`config.mk`:
```
export PLATFORM = sky130hd
export DESIGN_NAME = dirty_rect_tracker_flat
export DESIGN_NICKNAME = d
export VERILOG_FILES = /design/src/design/drt_pkg.sv /design/src/design/drt_chan_if.sv /design/src/design/drt_ram.sv /design/src/design/drt_front.sv /design/src/design/drt_queue.sv /design/src/design/drt_back.sv /design/src/design/dirty_rect_tracker.sv /design/src/flat_wrapper.sv
export SDC_FILE = /design/constraint.sdc
export NUM_CORES = 2
export LEC_CHECK = 0
export ABC_CLOCK_PERIOD_IN_PS = 13400
export BUFFER_PORTS_ARGS = -buffer_cell sky130_fd_sc_hd__buf_2
export CORE_AREA = 2 2 438 440
export CTS_CLUSTER_DIAMETER = 150
export DETAILED_ROUTE_END_ITERATION = 16
export DIE_AREA = 0 0 440 442
export PLACE_DENSITY = 0.73
export SLEW_MARGIN = 20
export SYNTH_ARGS = -nofsm -noshare
export SYNTH_HDL_FRONTEND = slang
export SYNTH_SLANG_ARGS = --single-unit
```
`constraint.sdc`:
```
create_clock -name clk_i -period 13.4 [get_ports clk_i]
set_input_delay 0.67 -clock clk_i [delete_from_list [all_inputs] [get_ports clk_i]]
set_output_delay 0.67 -clock clk_i [all_outputs]
set_load 0.1 [all_outputs]
```
`src/design/drt_pkg.sv`:
```
package drt_pkg;

  localparam int unsigned COORD_W = 15;
  localparam int unsigned LIST_CNT_W = 7;

  // configuration register select (byte address bit 2)
  localparam logic REG_WIDTH = 1'b0;
  localparam logic REG_HEIGHT = 1'b1;

  localparam logic [COORD_W-1:0] WIDTH_RESET = 15'd1024;
  localparam logic [COORD_W-1:0] HEIGHT_RESET = 15'd768;

  typedef enum logic [1:0] {
    ACT_ADD = 2'd0,
    ACT_DAMAGE_ALL = 2'd1,
    ACT_MERGE = 2'd2,
    ACT_DRAIN = 2'd3
  } action_e;

  // classified work for the back end
  typedef enum logic [2:0] {
    CMD_REPORT,
    CMD_APPEND,
    CMD_SET,
    CMD_MERGE,
    CMD_DRAIN
  } cmd_e;

  typedef enum logic [3:0] {
    B_IDLE,
    B_EXEC,
    B_COL_RD,
    B_COL_ACC,
    B_COL_WR,
    B_M_RDI,
    B_M_LDI,
    B_M_RDJ,
    B_M_TST,
    B_M_WI,
    B_M_WJ,
    B_D_RD,
    B_D_OUT,
    B_EMIT
  } back_state_e;

  typedef struct packed {
    logic [COORD_W-1:0] x;
    logic [COORD_W-1:0] y;
    logic [COORD_W-1:0] w;
    logic [COORD_W-1:0] h;
  } rect_t;

  typedef struct packed {
    cmd_e  op;
    rect_t rect;
  } cmd_t;

  typedef struct packed {
    logic [1:0]         action;
    logic signed [15:0] rect_x;
    logic signed [15:0] rect_y;
    logic signed [15:0] rect_w;
    logic signed [15:0] rect_h;
  } in_item_t;

  typedef struct packed {
    logic [COORD_W-1:0]    out_x;
    logic [COORD_W-1:0]    out_y;
    logic [COORD_W-1:0]    out_w;
    logic [COORD_W-1:0]    out_h;
    logic                  rect_valid;
    logic                  last;
    logic [LIST_CNT_W-1:0] list_count;
  } out_item_t;

endpackage

```
`src/design/drt_chan_if.sv`:
```
interface drt_chan_if #(
  parameter type T = logic
) ();
  logic valid;
  logic ready;
  T     payload;

  modport source(output valid, output payload, input ready);
  modport sink(input valid, input payload, output ready);
endinterface

```
`src/design/drt_ram.sv`:
```
module drt_ram #(
  parameter int unsigned WIDTH = 60,
  parameter int unsigned DEPTH = 32
) (
  input  logic                     clk_i,
  input  logic                     we_i,
  input  logic [$clog2(DEPTH)-1:0] waddr_i,
  input  logic [WIDTH-1:0]         wdata_i,
  input  logic                     re_i,
  input  logic [$clog2(DEPTH)-1:0] raddr_i,
  output logic [WIDTH-1:0]         rdata_o
);

  logic [WIDTH-1:0] mem_q [DEPTH];
  logic [WIDTH-1:0] rdata_q;

  // write port
  always_ff @(posedge clk_i) begin
    if (we_i) begin
      mem_q[waddr_i] <= wdata_i;
    end
  end

  // registered read, holds when not enabled
  always_ff @(posedge clk_i) begin
    if (re_i) begin
      rdata_q <= mem_q[raddr_i];
    end
  end

  assign rdata_o = rdata_q;

endmodule

```
`src/design/drt_front.sv`:
```
module drt_front import drt_pkg::*; (
  drt_chan_if.sink           in_i,
  input  logic [COORD_W-1:0] screen_w_i,
  input  logic [COORD_W-1:0] screen_h_i,
  input  logic               full_i,
  output logic               push_o,
  output cmd_t               cmd_o
);

  in_item_t           req;
  logic signed [16:0] x_lo, y_lo, x_hi, y_hi, x_end, y_end, sw, sh;
  logic               keep;

  assign req = in_i.payload;
  assign in_i.ready = !full_i;
  assign push_o = in_i.valid && !full_i;

  // clip the request rectangle to the screen
  always_comb begin
    sw = {2'b00, screen_w_i};
    sh = {2'b00, screen_h_i};
    x_end = 17'(req.rect_x) + 17'(req.rect_w);
    y_end = 17'(req.rect_y) + 17'(req.rect_h);
    x_lo = req.rect_x[15] ? 17'sd0 : 17'(req.rect_x);
    y_lo = req.rect_y[15] ? 17'sd0 : 17'(req.rect_y);
    x_hi = (x_end < sw) ? x_end : sw;
    y_hi = (y_end < sh) ? y_end : sh;
    keep = (req.rect_w > 16'sd0) && (req.rect_h > 16'sd0) && (x_hi > x_lo) && (y_hi > y_lo);
  end

  // classify the request
  always_comb begin
    cmd_o.rect.x = x_lo[COORD_W-1:0];
    cmd_o.rect.y = y_lo[COORD_W-1:0];
    cmd_o.rect.w = COORD_W'(x_hi - x_lo);
    cmd_o.rect.h = COORD_W'(y_hi - y_lo);
    unique case (action_e'(req.action))
      ACT_ADD:        cmd_o.op = keep ? CMD_APPEND : CMD_REPORT;
      ACT_DAMAGE_ALL: begin
        cmd_o.op = CMD_SET;
        cmd_o.rect = '{x: '0, y: '0, w: screen_w_i, h: screen_h_i};
      end
      ACT_MERGE:      cmd_o.op = CMD_MERGE;
      ACT_DRAIN:      cmd_o.op = CMD_DRAIN;
      default:        cmd_o.op = CMD_REPORT;
    endcase
  end

endmodule

```
`src/design/drt_queue.sv`:
```
module drt_queue import drt_pkg::*; (
  input  logic clk_i,
  input  logic rst_ni,
  input  logic push_i,
  input  cmd_t cmd_i,
  output logic full_o,
  output logic valid_o,
  output cmd_t cmd_o,
  input  logic pop_i
);

  cmd_t       slot_q [2];
  logic       wr_q, rd_q;
  logic [1:0] fill_q;

  assign full_o = fill_q[1];
  assign valid_o = (fill_q != 2'd0);
  assign cmd_o = slot_q[rd_q];

  // storage
  always_ff @(posedge clk_i) begin
    if (push_i) begin
      slot_q[wr_q] <= cmd_i;
    end
  end

  // pointers and fill level
  always_ff @(posedge clk_i or negedge rst_ni) begin
    if (!rst_ni) begin
      wr_q <= 1'b0;
      rd_q <= 1'b0;
      fill_q <= 2'd0;
    end else begin
      if (push_i) wr_q <= !wr_q;
      if (pop_i) rd_q <= !rd_q;
      fill_q <= fill_q + 2'(push_i) - 2'(pop_i);
    end
  end

endmodule

```
`src/design/drt_back.sv`:
```
module drt_back import drt_pkg::*; #(
  parameter int unsigned MAX_RECTS = 32
) (
  input  logic                         clk_i,
  input  logic                         rst_ni,
  input  logic                         q_valid_i,
  input  cmd_t                         q_cmd_i,
  output logic                         q_pop_o,
  output logic                         we_o,
  output logic [$clog2(MAX_RECTS)-1:0] waddr_o,
  output rect_t                        wdata_o,
  output logic                         re_o,
  output logic [$clog2(MAX_RECTS)-1:0] raddr_o,
  input  rect_t                        rdata_i,
  drt_chan_if.source                   out_o
);

  localparam int unsigned IW = $clog2(MAX_RECTS);
  localparam int unsigned CW = $clog2(MAX_RECTS + 1);
  localparam logic [CW-1:0] CNT_MAX = CW'(MAX_RECTS);

  typedef struct packed {
    logic [15:0] x0;
    logic [15:0] y0;
    logic [15:0] x1;
    logic [15:0] y1;
  } box_t;

  back_state_e state_q, state_d;
  cmd_t        cmd_q, cmd_d;
  logic [CW-1:0] cnt_q, cnt_d, i_q, i_d, j_q, j_d;
  rect_t       a_q, a_d, res_q, res_d;
  box_t        bb_q, bb_d;
  logic        out_valid_q, out_valid_d;
  out_item_t   out_q, out_d;
  logic        out_free;

  // corners of a stored rectangle
  function automatic box_t to_box(rect_t r);
    box_t b;
    b.x0 = {1'b0, r.x};
    b.y0 = {1'b0, r.y};
    b.x1 = {1'b0, r.x} + {1'b0, r.w};
    b.y1 = {1'b0, r.y} + {1'b0, r.h};
    return b;
  endfunction

  function automatic box_t join_box(box_t a, box_t b);
    box_t r;
    r.x0 = (a.x0 < b.x0) ? a.x0 : b.x0;
    r.y0 = (a.y0 < b.y0) ? a.y0 : b.y0;
    r.x1 = (a.x1 > b.x1) ? a.x1 : b.x1;
    r.y1 = (a.y1 > b.y1) ? a.y1 : b.y1;
    return r;
  endfunction

  function automatic rect_t to_rect(box_t b);
    rect_t r;
    r.x = b.x0[COORD_W-1:0];
    r.y = b.y0[COORD_W-1:0];
    r.w = COORD_W'(b.x1 - b.x0);
    r.h = COORD_W'(b.y1 - b.y0);
    return r;
  endfunction

  // a grown by one pixel on every side overlaps b
  function automatic logic grown_hit(rect_t a, rect_t b);
    logic signed [17:0] gx0, gy0, gx1, gy1, bx0, by0, bx1, by1, lx, ly, hx, hy;
    gx0 = 18'(a.x) - 18'sd1;
    gy0 = 18'(a.y) - 18'sd1;
    gx1 = 18'(a.x) + 18'(a.w) + 18'sd1;
    gy1 = 18'(a.y) + 18'(a.h) + 18'sd1;
    bx0 = 18'(b.x);
    by0 = 18'(b.y);
    bx1 = 18'(b.x) + 18'(b.w);
    by1 = 18'(b.y) + 18'(b.h);
    lx = (gx0 > bx0) ? gx0 : bx0;
    ly = (gy0 > by0) ? gy0 : by0;
    hx = (gx1 < bx1) ? gx1 : bx1;
    hy = (gy1 < by1) ? gy1 : by1;
    return (hx > lx) && (hy > ly);
  endfunction

  assign out_free = !out_valid_q || out_o.ready;
  assign out_o.valid = out_valid_q;
  assign out_o.payload = out_q;

  // sequencer for list walks
  always_comb begin
    state_d = state_q;
    cmd_d = cmd_q;
    cnt_d = cnt_q;
    i_d = i_q;
    j_d = j_q;
    a_d = a_q;
    res_d = res_q;
    bb_d = bb_q;
    out_valid_d = out_valid_q && !out_o.ready;
    out_d = out_q;
    q_pop_o = 1'b0;
    we_o = 1'b0;
    waddr_o = '0;
    wdata_o = cmd_q.rect;
    re_o = 1'b0;
    raddr_o = '0;
    unique case (state_q)
      B_IDLE: begin
        if (q_valid_i) begin
          q_pop_o = 1'b1;
          cmd_d = q_cmd_i;
          state_d = B_EXEC;
        end
      end
      B_EXEC: begin
        i_d = '0;
        unique case (cmd_q.op)
          CMD_REPORT: state_d = B_EMIT;
          CMD_SET: begin
            we_o = 1'b1;
            cnt_d = CW'(1);
            state_d = B_EMIT;
          end
          CMD_APPEND: begin
            if (cnt_q < CNT_MAX) begin
              we_o = 1'b1;
              waddr_o = cnt_q[IW-1:0];
              cnt_d = cnt_q + 1'b1;
              state_d = B_EMIT;
            end else begin
              bb_d = to_box(cmd_q.rect);
              state_d = B_COL_RD;
            end
          end
          CMD_MERGE: state_d = (cnt_q < CW'(2)) ? B_EMIT : B_M_RDI;
          CMD_DRAIN: state_d = (cnt_q == '0) ? B_EMIT : B_D_RD;
          default:   state_d = B_EMIT;
        endcase
      end
      // collapse a full list into one bounding box
      B_COL_RD: begin
        re_o = 1'b1;
        raddr_o = i_q[IW-1:0];
        state_d = B_COL_ACC;
      end
      B_COL_ACC: begin
        bb_d = join_box(bb_q, to_box(rdata_i));
        i_d = i_q + 1'b1;
        state_d = (i_d == cnt_q) ? B_COL_WR : B_COL_RD;
      end
      B_COL_WR: begin
        we_o = 1'b1;
        wdata_o = to_rect(bb_q);
        cnt_d = CW'(1);
        state_d = B_EMIT;
      end
      // pairwise merge search
      B_M_RDI: begin
        re_o = 1'b1;
        raddr_o = i_q[IW-1:0];
        state_d = B_M_LDI;
      end
      B_M_LDI: begin
        a_d = rdata_i;
        j_d = i_q + 1'b1;
        state_d = B_M_RDJ;
      end
      B_M_RDJ: begin
        re_o = 1'b1;
        raddr_o = j_q[IW-1:0];
        state_d = B_M_TST;
      end
      B_M_TST: begin
        if (grown_hit(a_q, rdata_i)) begin
          res_d = to_rect(join_box(to_box(a_q), to_box(rdata_i)));
          state_d = B_M_WI;
        end else if (j_q + 1'b1 < cnt_q) begin
          j_d = j_q + 1'b1;
          state_d = B_M_RDJ;
        end else if (i_q + CW'(2) < cnt_q) begin
          i_d = i_q + 1'b1;
          state_d = B_M_RDI;
        end else begin
          state_d = B_EMIT;
        end
      end
      B_M_WI: begin
        we_o = 1'b1;
        waddr_o = i_q[IW-1:0];
        wdata_o = res_q;
        re_o = 1'b1;
        raddr_o = IW'(cnt_q - 1'b1);
        state_d = B_M_WJ;
      end
      B_M_WJ: begin
        we_o = 1'b1;
        waddr_o = j_q[IW-1:0];
        wdata_o = rdata_i;
        cnt_d = cnt_q - 1'b1;
        i_d = '0;
        state_d = (cnt_d > CW'(1)) ? B_M_RDI : B_EMIT;
      end
      // drain walk
      B_D_RD: begin
        re_o = 1'b1;
        raddr_o = i_q[IW-1:0];
        state_d = B_D_OUT;
      end
      B_D_OUT: begin
        if (out_free) begin
          out_valid_d = 1'b1;
          out_d = '{out_x: rdata_i.x, out_y: rdata_i.y, out_w: rdata_i.w,
                    out_h: rdata_i.h, rect_valid: 1'b1,
                    last: (i_q + 1'b1 == cnt_q), list_count: '0};
          if (i_q + 1'b1 == cnt_q) begin
            cnt_d = '0;
            state_d = B_IDLE;
          end else begin
            i_d = i_q + 1'b1;
            state_d = B_D_RD;
          end
        end
      end
      B_EMIT: begin
        if (out_free) begin
          out_valid_d = 1'b1;
          out_d = '{out_x: '0, out_y: '0, out_w: '0, out_h: '0, rect_valid: 1'b0,
                    last: 1'b1, list_count: LIST_CNT_W'(cnt_q)};
          state_d = B_IDLE;
        end
      end
      default: state_d = B_IDLE;
    endcase
  end

  // control state
  always_ff @(posedge clk_i or negedge rst_ni) begin
    if (!rst_ni) begin
      state_q <= B_IDLE;
      cnt_q <= '0;
      out_valid_q <= 1'b0;
    end else begin
      state_q <= state_d;
      cnt_q <= cnt_d;
      out_valid_q <= out_valid_d;
    end
  end

  // working registers
  always_ff @(posedge clk_i) begin
    cmd_q <= cmd_d;
    i_q <= i_d;
    j_q <= j_d;
    a_q <= a_d;
    res_q <= res_d;
    bb_q <= bb_d;
    out_q <= out_d;
  end

endmodule

```
`src/design/dirty_rect_tracker.sv`:
```
// dirty rectangle tracker: keeps a bounded list of damaged screen areas
// in_i carries requests (action, rect_x/y/w/h); an add clips to the screen,
// damage-all sets the full screen, merge joins touching entries, drain
// emits the list on out_o and empties it
// out_o gives one result per request (rect_valid 0, last 1, list_count),
// or for a drain one result per entry with rect_valid 1 and last on the final
// the APB port holds screen width (address 0) and height (address 4)
// the front end classifies a request in the cycle it is taken and puts it in
// a two-deep queue; the back end works through it on a list ram with one
// read port and one write port
// an add with room or a damage-all is written in B_EXEC, reported in B_EMIT;
// the back end takes the next request only once back in B_IDLE; a drain reads
// then outputs each entry; a merge loads each new first entry, reads and tests
// each pair, writes each join and starts over until no pair joins; collapsing
// a full list reads and joins each entry, all through the single ram read port
// reset empties the list and loads width 1024 and height 768
// a stalled receiver holds the result register; the back end then waits and
// the queue takes up to two more requests before in_i drops ready
module dirty_rect_tracker import drt_pkg::*; #(
  parameter int unsigned MAX_RECTS = 32
) (
  input  logic        clk_i,
  input  logic        rst_ni,
  drt_chan_if.sink    in_i,
  drt_chan_if.source  out_o,
  input  logic        psel,
  input  logic        penable,
  input  logic        pwrite,
  input  logic [2:0]  paddr,
  input  logic [31:0] pwdata,
  output logic [31:0] prdata,
  output logic        pready
);

  localparam int unsigned IW = $clog2(MAX_RECTS);

  logic [COORD_W-1:0] width_q, height_q;
  logic               push, full, q_valid, q_pop, we, re;
  cmd_t               push_cmd, q_cmd;
  logic [IW-1:0]      waddr, raddr;
  rect_t              wdata, rdata;

  // configuration registers
  assign pready = 1'b1;

  always_ff @(posedge clk_i or negedge rst_ni) begin
    if (!rst_ni) begin
      width_q <= WIDTH_RESET;
      height_q <= HEIGHT_RESET;
    end else if (psel && penable && pwrite) begin
      if (paddr[2] == REG_HEIGHT) height_q <= pwdata[COORD_W-1:0];
      else width_q <= pwdata[COORD_W-1:0];
    end
  end

  always_comb begin
    prdata = '0;
    if (paddr[1:0] == 2'b00) begin
      prdata = (paddr[2] == REG_WIDTH) ? 32'(width_q) : 32'(height_q);
    end
  end

  drt_front u_front (
    .in_i       (in_i),
    .screen_w_i (width_q),
    .screen_h_i (height_q),
    .full_i     (full),
    .push_o     (push),
    .cmd_o      (push_cmd)
  );

  drt_queue u_queue (
    .clk_i   (clk_i),
    .rst_ni  (rst_ni),
    .push_i  (push),
    .cmd_i   (push_cmd),
    .full_o  (full),
    .valid_o (q_valid),
    .cmd_o   (q_cmd),
    .pop_i   (q_pop)
  );

  drt_back #(
    .MAX_RECTS (MAX_RECTS)
  ) u_back (
    .clk_i     (clk_i),
    .rst_ni    (rst_ni),
    .q_valid_i (q_valid),
    .q_cmd_i   (q_cmd),
    .q_pop_o   (q_pop),
    .we_o      (we),
    .waddr_o   (waddr),
    .wdata_o   (wdata),
    .re_o      (re),
    .raddr_o   (raddr),
    .rdata_i   (rdata),
    .out_o     (out_o)
  );

  drt_ram #(
    .WIDTH ($bits(rect_t)),
    .DEPTH (MAX_RECTS)
  ) u_ram (
    .clk_i   (clk_i),
    .we_i    (we),
    .waddr_i (waddr),
    .wdata_i (wdata),
    .re_i    (re),
    .raddr_i (raddr),
    .rdata_o (rdata)
  );

endmodule
```
`src/flat_wrapper.sv`:
```
// flat-port wrapper written by rule: the top's interface ports become plain ports
module dirty_rect_tracker_flat import drt_pkg::*;
#(
  parameter int unsigned MAX_RECTS = 32
)
  (clk_i, rst_ni, psel, penable, pwrite, paddr, pwdata, prdata, pready, in_i_valid, in_i_payload, in_i_ready, out_o_valid, out_o_payload, out_o_ready);
  drt_chan_if in_i_i ();
  drt_chan_if out_o_i ();
  input  logic clk_i;
  input  logic rst_ni;
  input  logic psel;
  input  logic penable;
  input  logic pwrite;
  input  logic [2:0] paddr;
  input  logic [31:0] pwdata;
  output logic [31:0] prdata;
  output logic pready;
  input wire logic [$bits(in_i_i.valid)-1:0] in_i_valid;
  input wire logic [$bits(in_i_i.payload)-1:0] in_i_payload;
  output wire logic [$bits(in_i_i.ready)-1:0] in_i_ready;
  output wire logic [$bits(out_o_i.valid)-1:0] out_o_valid;
  output wire logic [$bits(out_o_i.payload)-1:0] out_o_payload;
  input wire logic [$bits(out_o_i.ready)-1:0] out_o_ready;
  assign in_i_i.valid = in_i_valid;
  assign in_i_i.payload = in_i_payload;
  assign in_i_ready = in_i_i.ready;
  assign out_o_valid = out_o_i.valid;
  assign out_o_payload = out_o_i.payload;
  assign out_o_i.ready = out_o_ready;
  dirty_rect_tracker #(.MAX_RECTS(MAX_RECTS)) u_core (.clk_i(clk_i), .rst_ni(rst_ni), .in_i(in_i_i), .out_o(out_o_i), .psel(psel), .penable(penable), .pwrite(pwrite), .paddr(paddr), .pwdata(pwdata), .prdata(prdata), .pready(pready));
endmodule
```
Yosys cells after proc, flatten, opt, wreduce, memory -nomap -nowiden
Memory sizes are Yosys's and may differ from the RTL's. A register that Yosys moved wholly into a read port is not among the register bits. Cells that the tools add are included.

Add/sub/neg operators: 25. Reductions and logical operators: 38. Mux-type cells: 67. Bitwise gates (word level): 1. $lt $le $gt $ge: 21. Eq/ne operators: 35.

Operators by type and width (count): $pmux 60 s3 (1); $add 15x15->16 (10); $mux 64 (2); $pmux 64 s2 (1); $mux 15 (7); $gt 16x16->1 (6); $mux 16 (4); $mux 6 (10); $sub 15x15->15 (4); $pmux 4 s14 (1); $pmux 6 s4 (2); $mux 4 (10); $gt 18x18->1 (2); $mux 18 (2); $add 16x1->17 const B (2); $lt 17x16->1 (2); $mux 17 (2); $lt 16x15->1 (2); $mux 32 (1); $sub 15x1->16 const B (2); $lt 15x15->1 (2); $pmux 5 s3 (2); $ne 2x2->1 const B (14); $eq 4x4->1 const B (6); 44 further kinds (90).

Register bits after elaboration: 275. Memory bits (writable): 1980. Memories kept: 2. Input bits: 43. Logic and storage cells: 215.

Memory list: u_core.u_ram.mem_q (depth 32, bits a word 60, rd ports 1, clocked after Yosys merged registers in 1, wr ports 1, RTL line drt_ram.sv:14) `logic [WIDTH-1:0] mem_q [DEPTH];`; u_core.u_queue.slot_q (depth 2, bits a word 30, rd ports 1, clocked after Yosys merged registers in 1, wr ports 1, RTL line drt_queue.sv:12) `cmd_t slot_q [2];`.

Longest topological paths before layout
Word-level depth: 8. Depth in mapped cells: 30. Depth with buffers taken out: 29.

Hierarchy
A second synthesis with hierarchy kept.

Cells, all modules: 7275. Area total of the unflattened synthesis: 108655.5 µm².

Modules (own cells, without submodules): drt_ram (area an instance 76473.3 µm², sequential area each 59457.0 µm², cells an instance 4195, times used 1); drt_back (area an instance 25051.5 µm², sequential area each 8022.7 µm², cells an instance 2680, times used 1); drt_queue (area an instance 5038.6 µm², sequential area each 3883.7 µm², cells an instance 210, times used 1); dirty_rect_tracker (area an instance 1576.5 µm², sequential area each 754.5 µm², cells an instance 119, times used 1); drt_front (area an instance 515.5 µm², sequential area each 0.0 µm², cells an instance 71, times used 1).

Least setup slack after synthesis
OpenSTA, ideal clock, no wires.

Path type: reg-to-reg. From: register u_core.u_ram.rdata_q[45] (netlist: u_core.u_ram.rdata_o[45]) (read register of u_core.u_ram.mem_q). To: register u_core.u_back.i_q[0] (enable). Setup slack: 0.476 ns. Buffers on the path: 0. Setup time: 0.672 ns. Arrival time: 12.252 ns. Cell stages (with the launch flop): 25. Cell sequence: edfxtp_1 ha_1 fa_1 a211oi_1 o21a_1 or2_4 xor2_1 ha_1 a211o_1 o41ai_1 maj3_2 maj3_1 o21ai_2 a21oi_2 mux2_2 ha_1 nand4_1 a21oi_1 a211oi_1 o21a_1 o21ai_0 a31oi_1 a211o_1 nor4_1 nor4_1.

Cells in the longest elaborated chain, start to end: 7. Elaborated cells between the ends (all ways): 9.

Ends and longest elaborated chain: from (decl) (RTL line drt_ram.sv:15) `logic [WIDTH-1:0] rdata_q;`; $add 15x15->16 (RTL line drt_back.sv:75) `bx1 = 18'(b.x) + 18'(b.w);`; $lt 17x16->1 (RTL line drt_back.sv:79) `hx = (gx1 < bx1) ? gx1 : bx1;`; $mux 17 (RTL line drt_back.sv:79); $gt 18x18->1 (*) (RTL line drt_back.sv:81) `return (hx > lx) && (hy > ly);`; $logic_and 1x1->1 (*) (RTL line drt_back.sv:81); $ne 2x2->1 (no line) (*); $reduce_and 6->1 (no line) (*); to (signal assigned) (RTL line drt_back.sv:251) `i_q <= i_d;`; to (decl) (RTL line drt_back.sv:31) `logic [CW-1:0] cnt_q, cnt_d, i_q, i_d, j_q, j_d;`.

Every way passes the cells marked *; elsewhere a longest branch is shown, timed or not. A chain may end at the register's enable or synchronous reset.

Worst setup path after layout
From: register u_core.u_ram.rdata_q[31] (netlist: u_core.u_ram.rdata_o[31]) (read register of u_core.u_ram.mem_q). To: register u_core.u_back.i_q[3] (enable).

Cells in the longest elaborated chain, start to end: 7. Elaborated cells between the ends (all ways): 9.

Ends and longest elaborated chain: $add 15x15->16 (RTL line drt_back.sv:76) `by1 = 18'(b.y) + 18'(b.h);`; $lt 17x16->1 (RTL line drt_back.sv:80) `hy = (gy1 < by1) ? gy1 : by1;`; $mux 17 (RTL line drt_back.sv:80); $gt 18x18->1 (*) (RTL line drt_back.sv:81); $logic_and 1x1->1 (*) (RTL line drt_back.sv:81); $ne 2x2->1 (no line) (*); $reduce_and 6->1 (no line) (*).

Marks and branches as above.

==> impl_metrics.csv <==
group,metric,value,unit
run_status,status,"finished clean",
routing,drt_iter0_drc,8802,
setup_path,timing.rr.end,"u_core.u_back.i_q[3]$_SDFFCE_PP0P_",
synth,synth_area_leaders,"edfxtp_1 66%, a211oi_1 5.4%, ha_1 4.2%",
routing,wl_per_cell,26.3,µm
final_layout,final.fill_count,14000,
setup_path,reg2reg_slack,5.22,ns
routing,drtAntennaViolNets,0,
floorplan,core,190000,µm²
grt,grt_max_degree,201,
clocking,cts-buffers-inserted,220,
floorplan,die_h,442,µm
synth,netlist_area,104000,µm²
synth,synthArstFlopShare,1.95,%
place,port_buffers,43,
synth,syn-mean-instance-area,13.3,µm²
floorplan,die_w,440,µm
timing,worst_slack,5.22,ns
synth,ys_warn_count,0,
synth,yosysSeqAreaShare,66.7,%
routing,routed_wl,276000,µm
setup_path,arrival,8.75,ns
synth,ys_types,96,
min_path,hold_start,"pwdata[0]",
setup_path,reg2regPathDepth,27,
final_layout,syn2layout_area_growth,10.6,%
timing,finalSetupTns,0,ns
floorplan,initial_utilization,54.7,%
grt,gr-total-overflow,0,
clocking,clk_path_buf_depth,3,
timing,slew_headroom,19.4,%
floorplan,rows,160,
timing,max_freq,122,MHz
setup_path,crit_slowest_cell,"o311ai_0",
routing,firstDrtPassIters,6,
routing,route.detailed.drc,0,
synth,synth_top_area_share,65.6,%
min_path,min_path_cells,2,
setup_path,worstSetupEndpointType,"flop",
grt,use_met2,43.0,%
timing,setup_viol,0,
clocking,cts_root_buffer,"clkbuf_16",
timing,min_period,8.18,ns
job,cap_violations,0,
min_path,holdCritPathClass,"primary input to flop",
floorplan,die_area,194000,µm²
min_path,worstHoldEndpoint,"u_core.width_q[0]$_DFFE_PN0P_",
setup_path,rr_startpoint,"u_core.u_ram.rdata_o[31]$_DFFE_PP_",
clocking,cts_sinks,2310,
routing,viasPerCell,6.41,
timing,clock_skew,0.0329,ns
final_layout,finalInstanceArea,115000,µm²
grt,gr-usage-met3,4.74,%
setup_path,cp.required,13.97,ns
place,detailedPlace.worstSlack,5.29,ns
setup_path,critical_path.max_stage_delay,0.55,ns
synth,synth-edff-count,2265,
clocking,cts-htree-levels,4,
final_layout,nets,8196,
timing,holdWs,0.0605,ns
clocking,cts_tree,"done",
clocking,insertion_delay,0.87,ns
synth,synthCells,7797,
grt,antenna_found_initial,11,
routing,num_vias,67300,
timing,fin_crit_sh,61.0,%
final_layout,drive_gt1_share,9.39,%
timing,hold_viol_final,0,
setup_path,startpoint_type,"flop",
timing,slew_violations,0,
timing,rsz0062_at_grt,"no",
place,placed_cell_area,107000,µm²
grt,grt_busiest_layer,"met2",
clocking,clkTransAtPathRegs,0.06,ns
timing,worst_pin_slew,1.21,ns
synth,synth_flop_cell,"edfxtp_1",
grt,grt_pass1_vias,63000,
setup_path,cp_max_fo,16,
setup_path,critical_path_class,"flop to flop",
grt,met1_usage,39.9,%
synth,synth.largest_area_cell,"edfxtp_1",
grt,grt_usage,27.8,%
place,gp_congestion,0.949,
place,hpwlAfterDp,157000,µm
synth,synth_seq_cells,2310,
grt,grt_first_pass_wirelength,404000,µm
floorplan,io_pins,79,
[cell families after synthesis]
family	share of synthesized area [%]
AO/OA/AOI/OAI	13.0
XOR/XNOR	1.46
adder cells (fa/ha/maj)	4.43
flip-flops	66.7
AND/OR/NAND/NOR	9.91
buffers and inverters	2.82
multiplexers	1.65
other	0.00724
[final cells by class]
| type | count | area (µm²) | area share [%] |
|---|---|---|---|
| inverters | 207 | 777 | 0.678 |
| clock buffers | 264 | 5810 | 5.06 |
| flip-flops and latches | 2310 | 69100 | 60.3 |
| multi-input cells | 4845 | 32600 | 28.5 |
| repair buffers | 212 | 1620 | 1.41 |
| well taps | 2511 | 3140 | 2.74 |
| clock inverters | 148 | 1510 | 1.32 |
| diodes | 7 | 17.5 | 0.0153 |
[per-layer routing]
metal  part of all wire, %  vias up
met5                 0.018        -
met4                   3.5        8
met3                   9.8      575
met2                    46     3448
met1                    41    33400
li1                      -    29800
[critical path, delay by kind of cell (launching register included)]
kind	cells	cell delay [ns]
muxes	1	0.20
DFF	1	0.54
adders and majority gates	3	1.02
and+or+nand+nor	4	0.85
xor gates and xnor gates	1	0.35
AOI/OAI and AO/OA	16	4.40
buffers and inverters	2	0.48
[synth_stat cells, types with 49 or more instances]
cell,count
nand2_1,1133
nor3_1,49
a21oi_1,166
and2_1,121
a222oi_1,53
xor2_1,54
ha_1,347
mux2i_1,71
and2_0,367
nor4_1,76
edfxtp_1,2265
a21o_1,63
buf_2,94
a311oi_1,240
nor2_1,228
mux2_2,84
inv_1,206
o21ai_0,173
a211oi_1,740
clkbuf_1,355
xnor2_1,119
a31oi_1,261
[state kept, by name, indices dropped and copies added (netlist names), 6 cells and up]
name,cells
u_core.u_ram.mem_q,1920
u_core.u_back.bb_q,62
u_core.u_back.a_q,60
u_core.u_back.res_q,60
u_core.u_queue.slot_q,60
u_core.u_ram.rdata_o,60
u_core.u_back.cmd_q,30
u_core.height_q,15
u_core.width_q,15
u_core.u_back.cnt_q,6
u_core.u_back.i_q,6
u_core.u_back.j_q,6
[metrics by stage]
stage	util [%]	cells
global placement	56.5	10100
finish	60.5	10500
CTS	60.5	10500
floorplan	-	7873
global route	60.5	10500
detailed placement	56.6	10100
[cell usage in the layout (no fill, tap or decap), types with 23 or more instances in the layout]
| cell | count |
|---|---|
| and2_1 | 121 |
| mux2i_1 | 71 |
| nand4_1 | 35 |
| xnor2_1 | 119 |
| nand3_1 | 40 |
| nand2_1 | 1132 |
| clkinv_2 | 45 |
| and2_0 | 367 |
| clkbuf_16 | 226 |
| nor2_4 | 36 |
| inv_1 | 206 |
| clkinv_1 | 52 |
| a21o_1 | 63 |
| edfxtp_1 | 2265 |
| dfrtp_1 | 42 |
| nor2b_1 | 42 |
| nor4_1 | 55 |
| nand2b_1 | 30 |
| buf_2 | 46 |
| ha_1 | 347 |
| a31oi_1 | 258 |
| a311oi_1 | 240 |
| a21oi_1 | 141 |
| nor2_1 | 191 |
| buf_4 | 148 |
| bufinv_16 | 26 |
| a222oi_1 | 53 |
| nor3_1 | 46 |
| conb_1 | 78 |
| mux2_2 | 84 |
| xor2_1 | 54 |
| clkbuf_1 | 37 |
| a211oi_1 | 740 |
| o21a_1 | 36 |
| o21ai_0 | 171 |
| a21oi_2 | 23 |
[worst max path at each step]
stage                                        from  cells past startpoint                                 end
3_3_place_gp   u_core.u_ram.rdata_o[45]$_DFFE_PP_                     27   u_core.u_back.res_q[44]$_DFFE_PP_
2_1_floorplan  u_core.u_ram.rdata_o[45]$_DFFE_PP_                     24  u_core.u_back.i_q[0]$_SDFFCE_PP0P_
6_report       u_core.u_ram.rdata_o[31]$_DFFE_PP_                     27  u_core.u_back.i_q[3]$_SDFFCE_PP0P_
5_1_grt        u_core.u_ram.rdata_o[31]$_DFFE_PP_                     27  u_core.u_back.i_q[3]$_SDFFCE_PP0P_
4_1_cts        u_core.u_ram.rdata_o[45]$_DFFE_PP_                     27   u_core.u_back.res_q[11]$_DFFE_PP_
3_5_place_dp   u_core.u_ram.rdata_o[45]$_DFFE_PP_                     27    u_core.u_back.res_q[9]$_DFFE_PP_
[repair_timing]
action	CTS	global route
gates resized for setup	0	0
endpoints found under the hold margin	46	0
buffers inserted	0	0
setup endpoints to repair	0	0
hold buffers	8	0
Power is not shown: default switching activity piles up to over one toggle a cycle in this logic, so the estimate is an artifact.
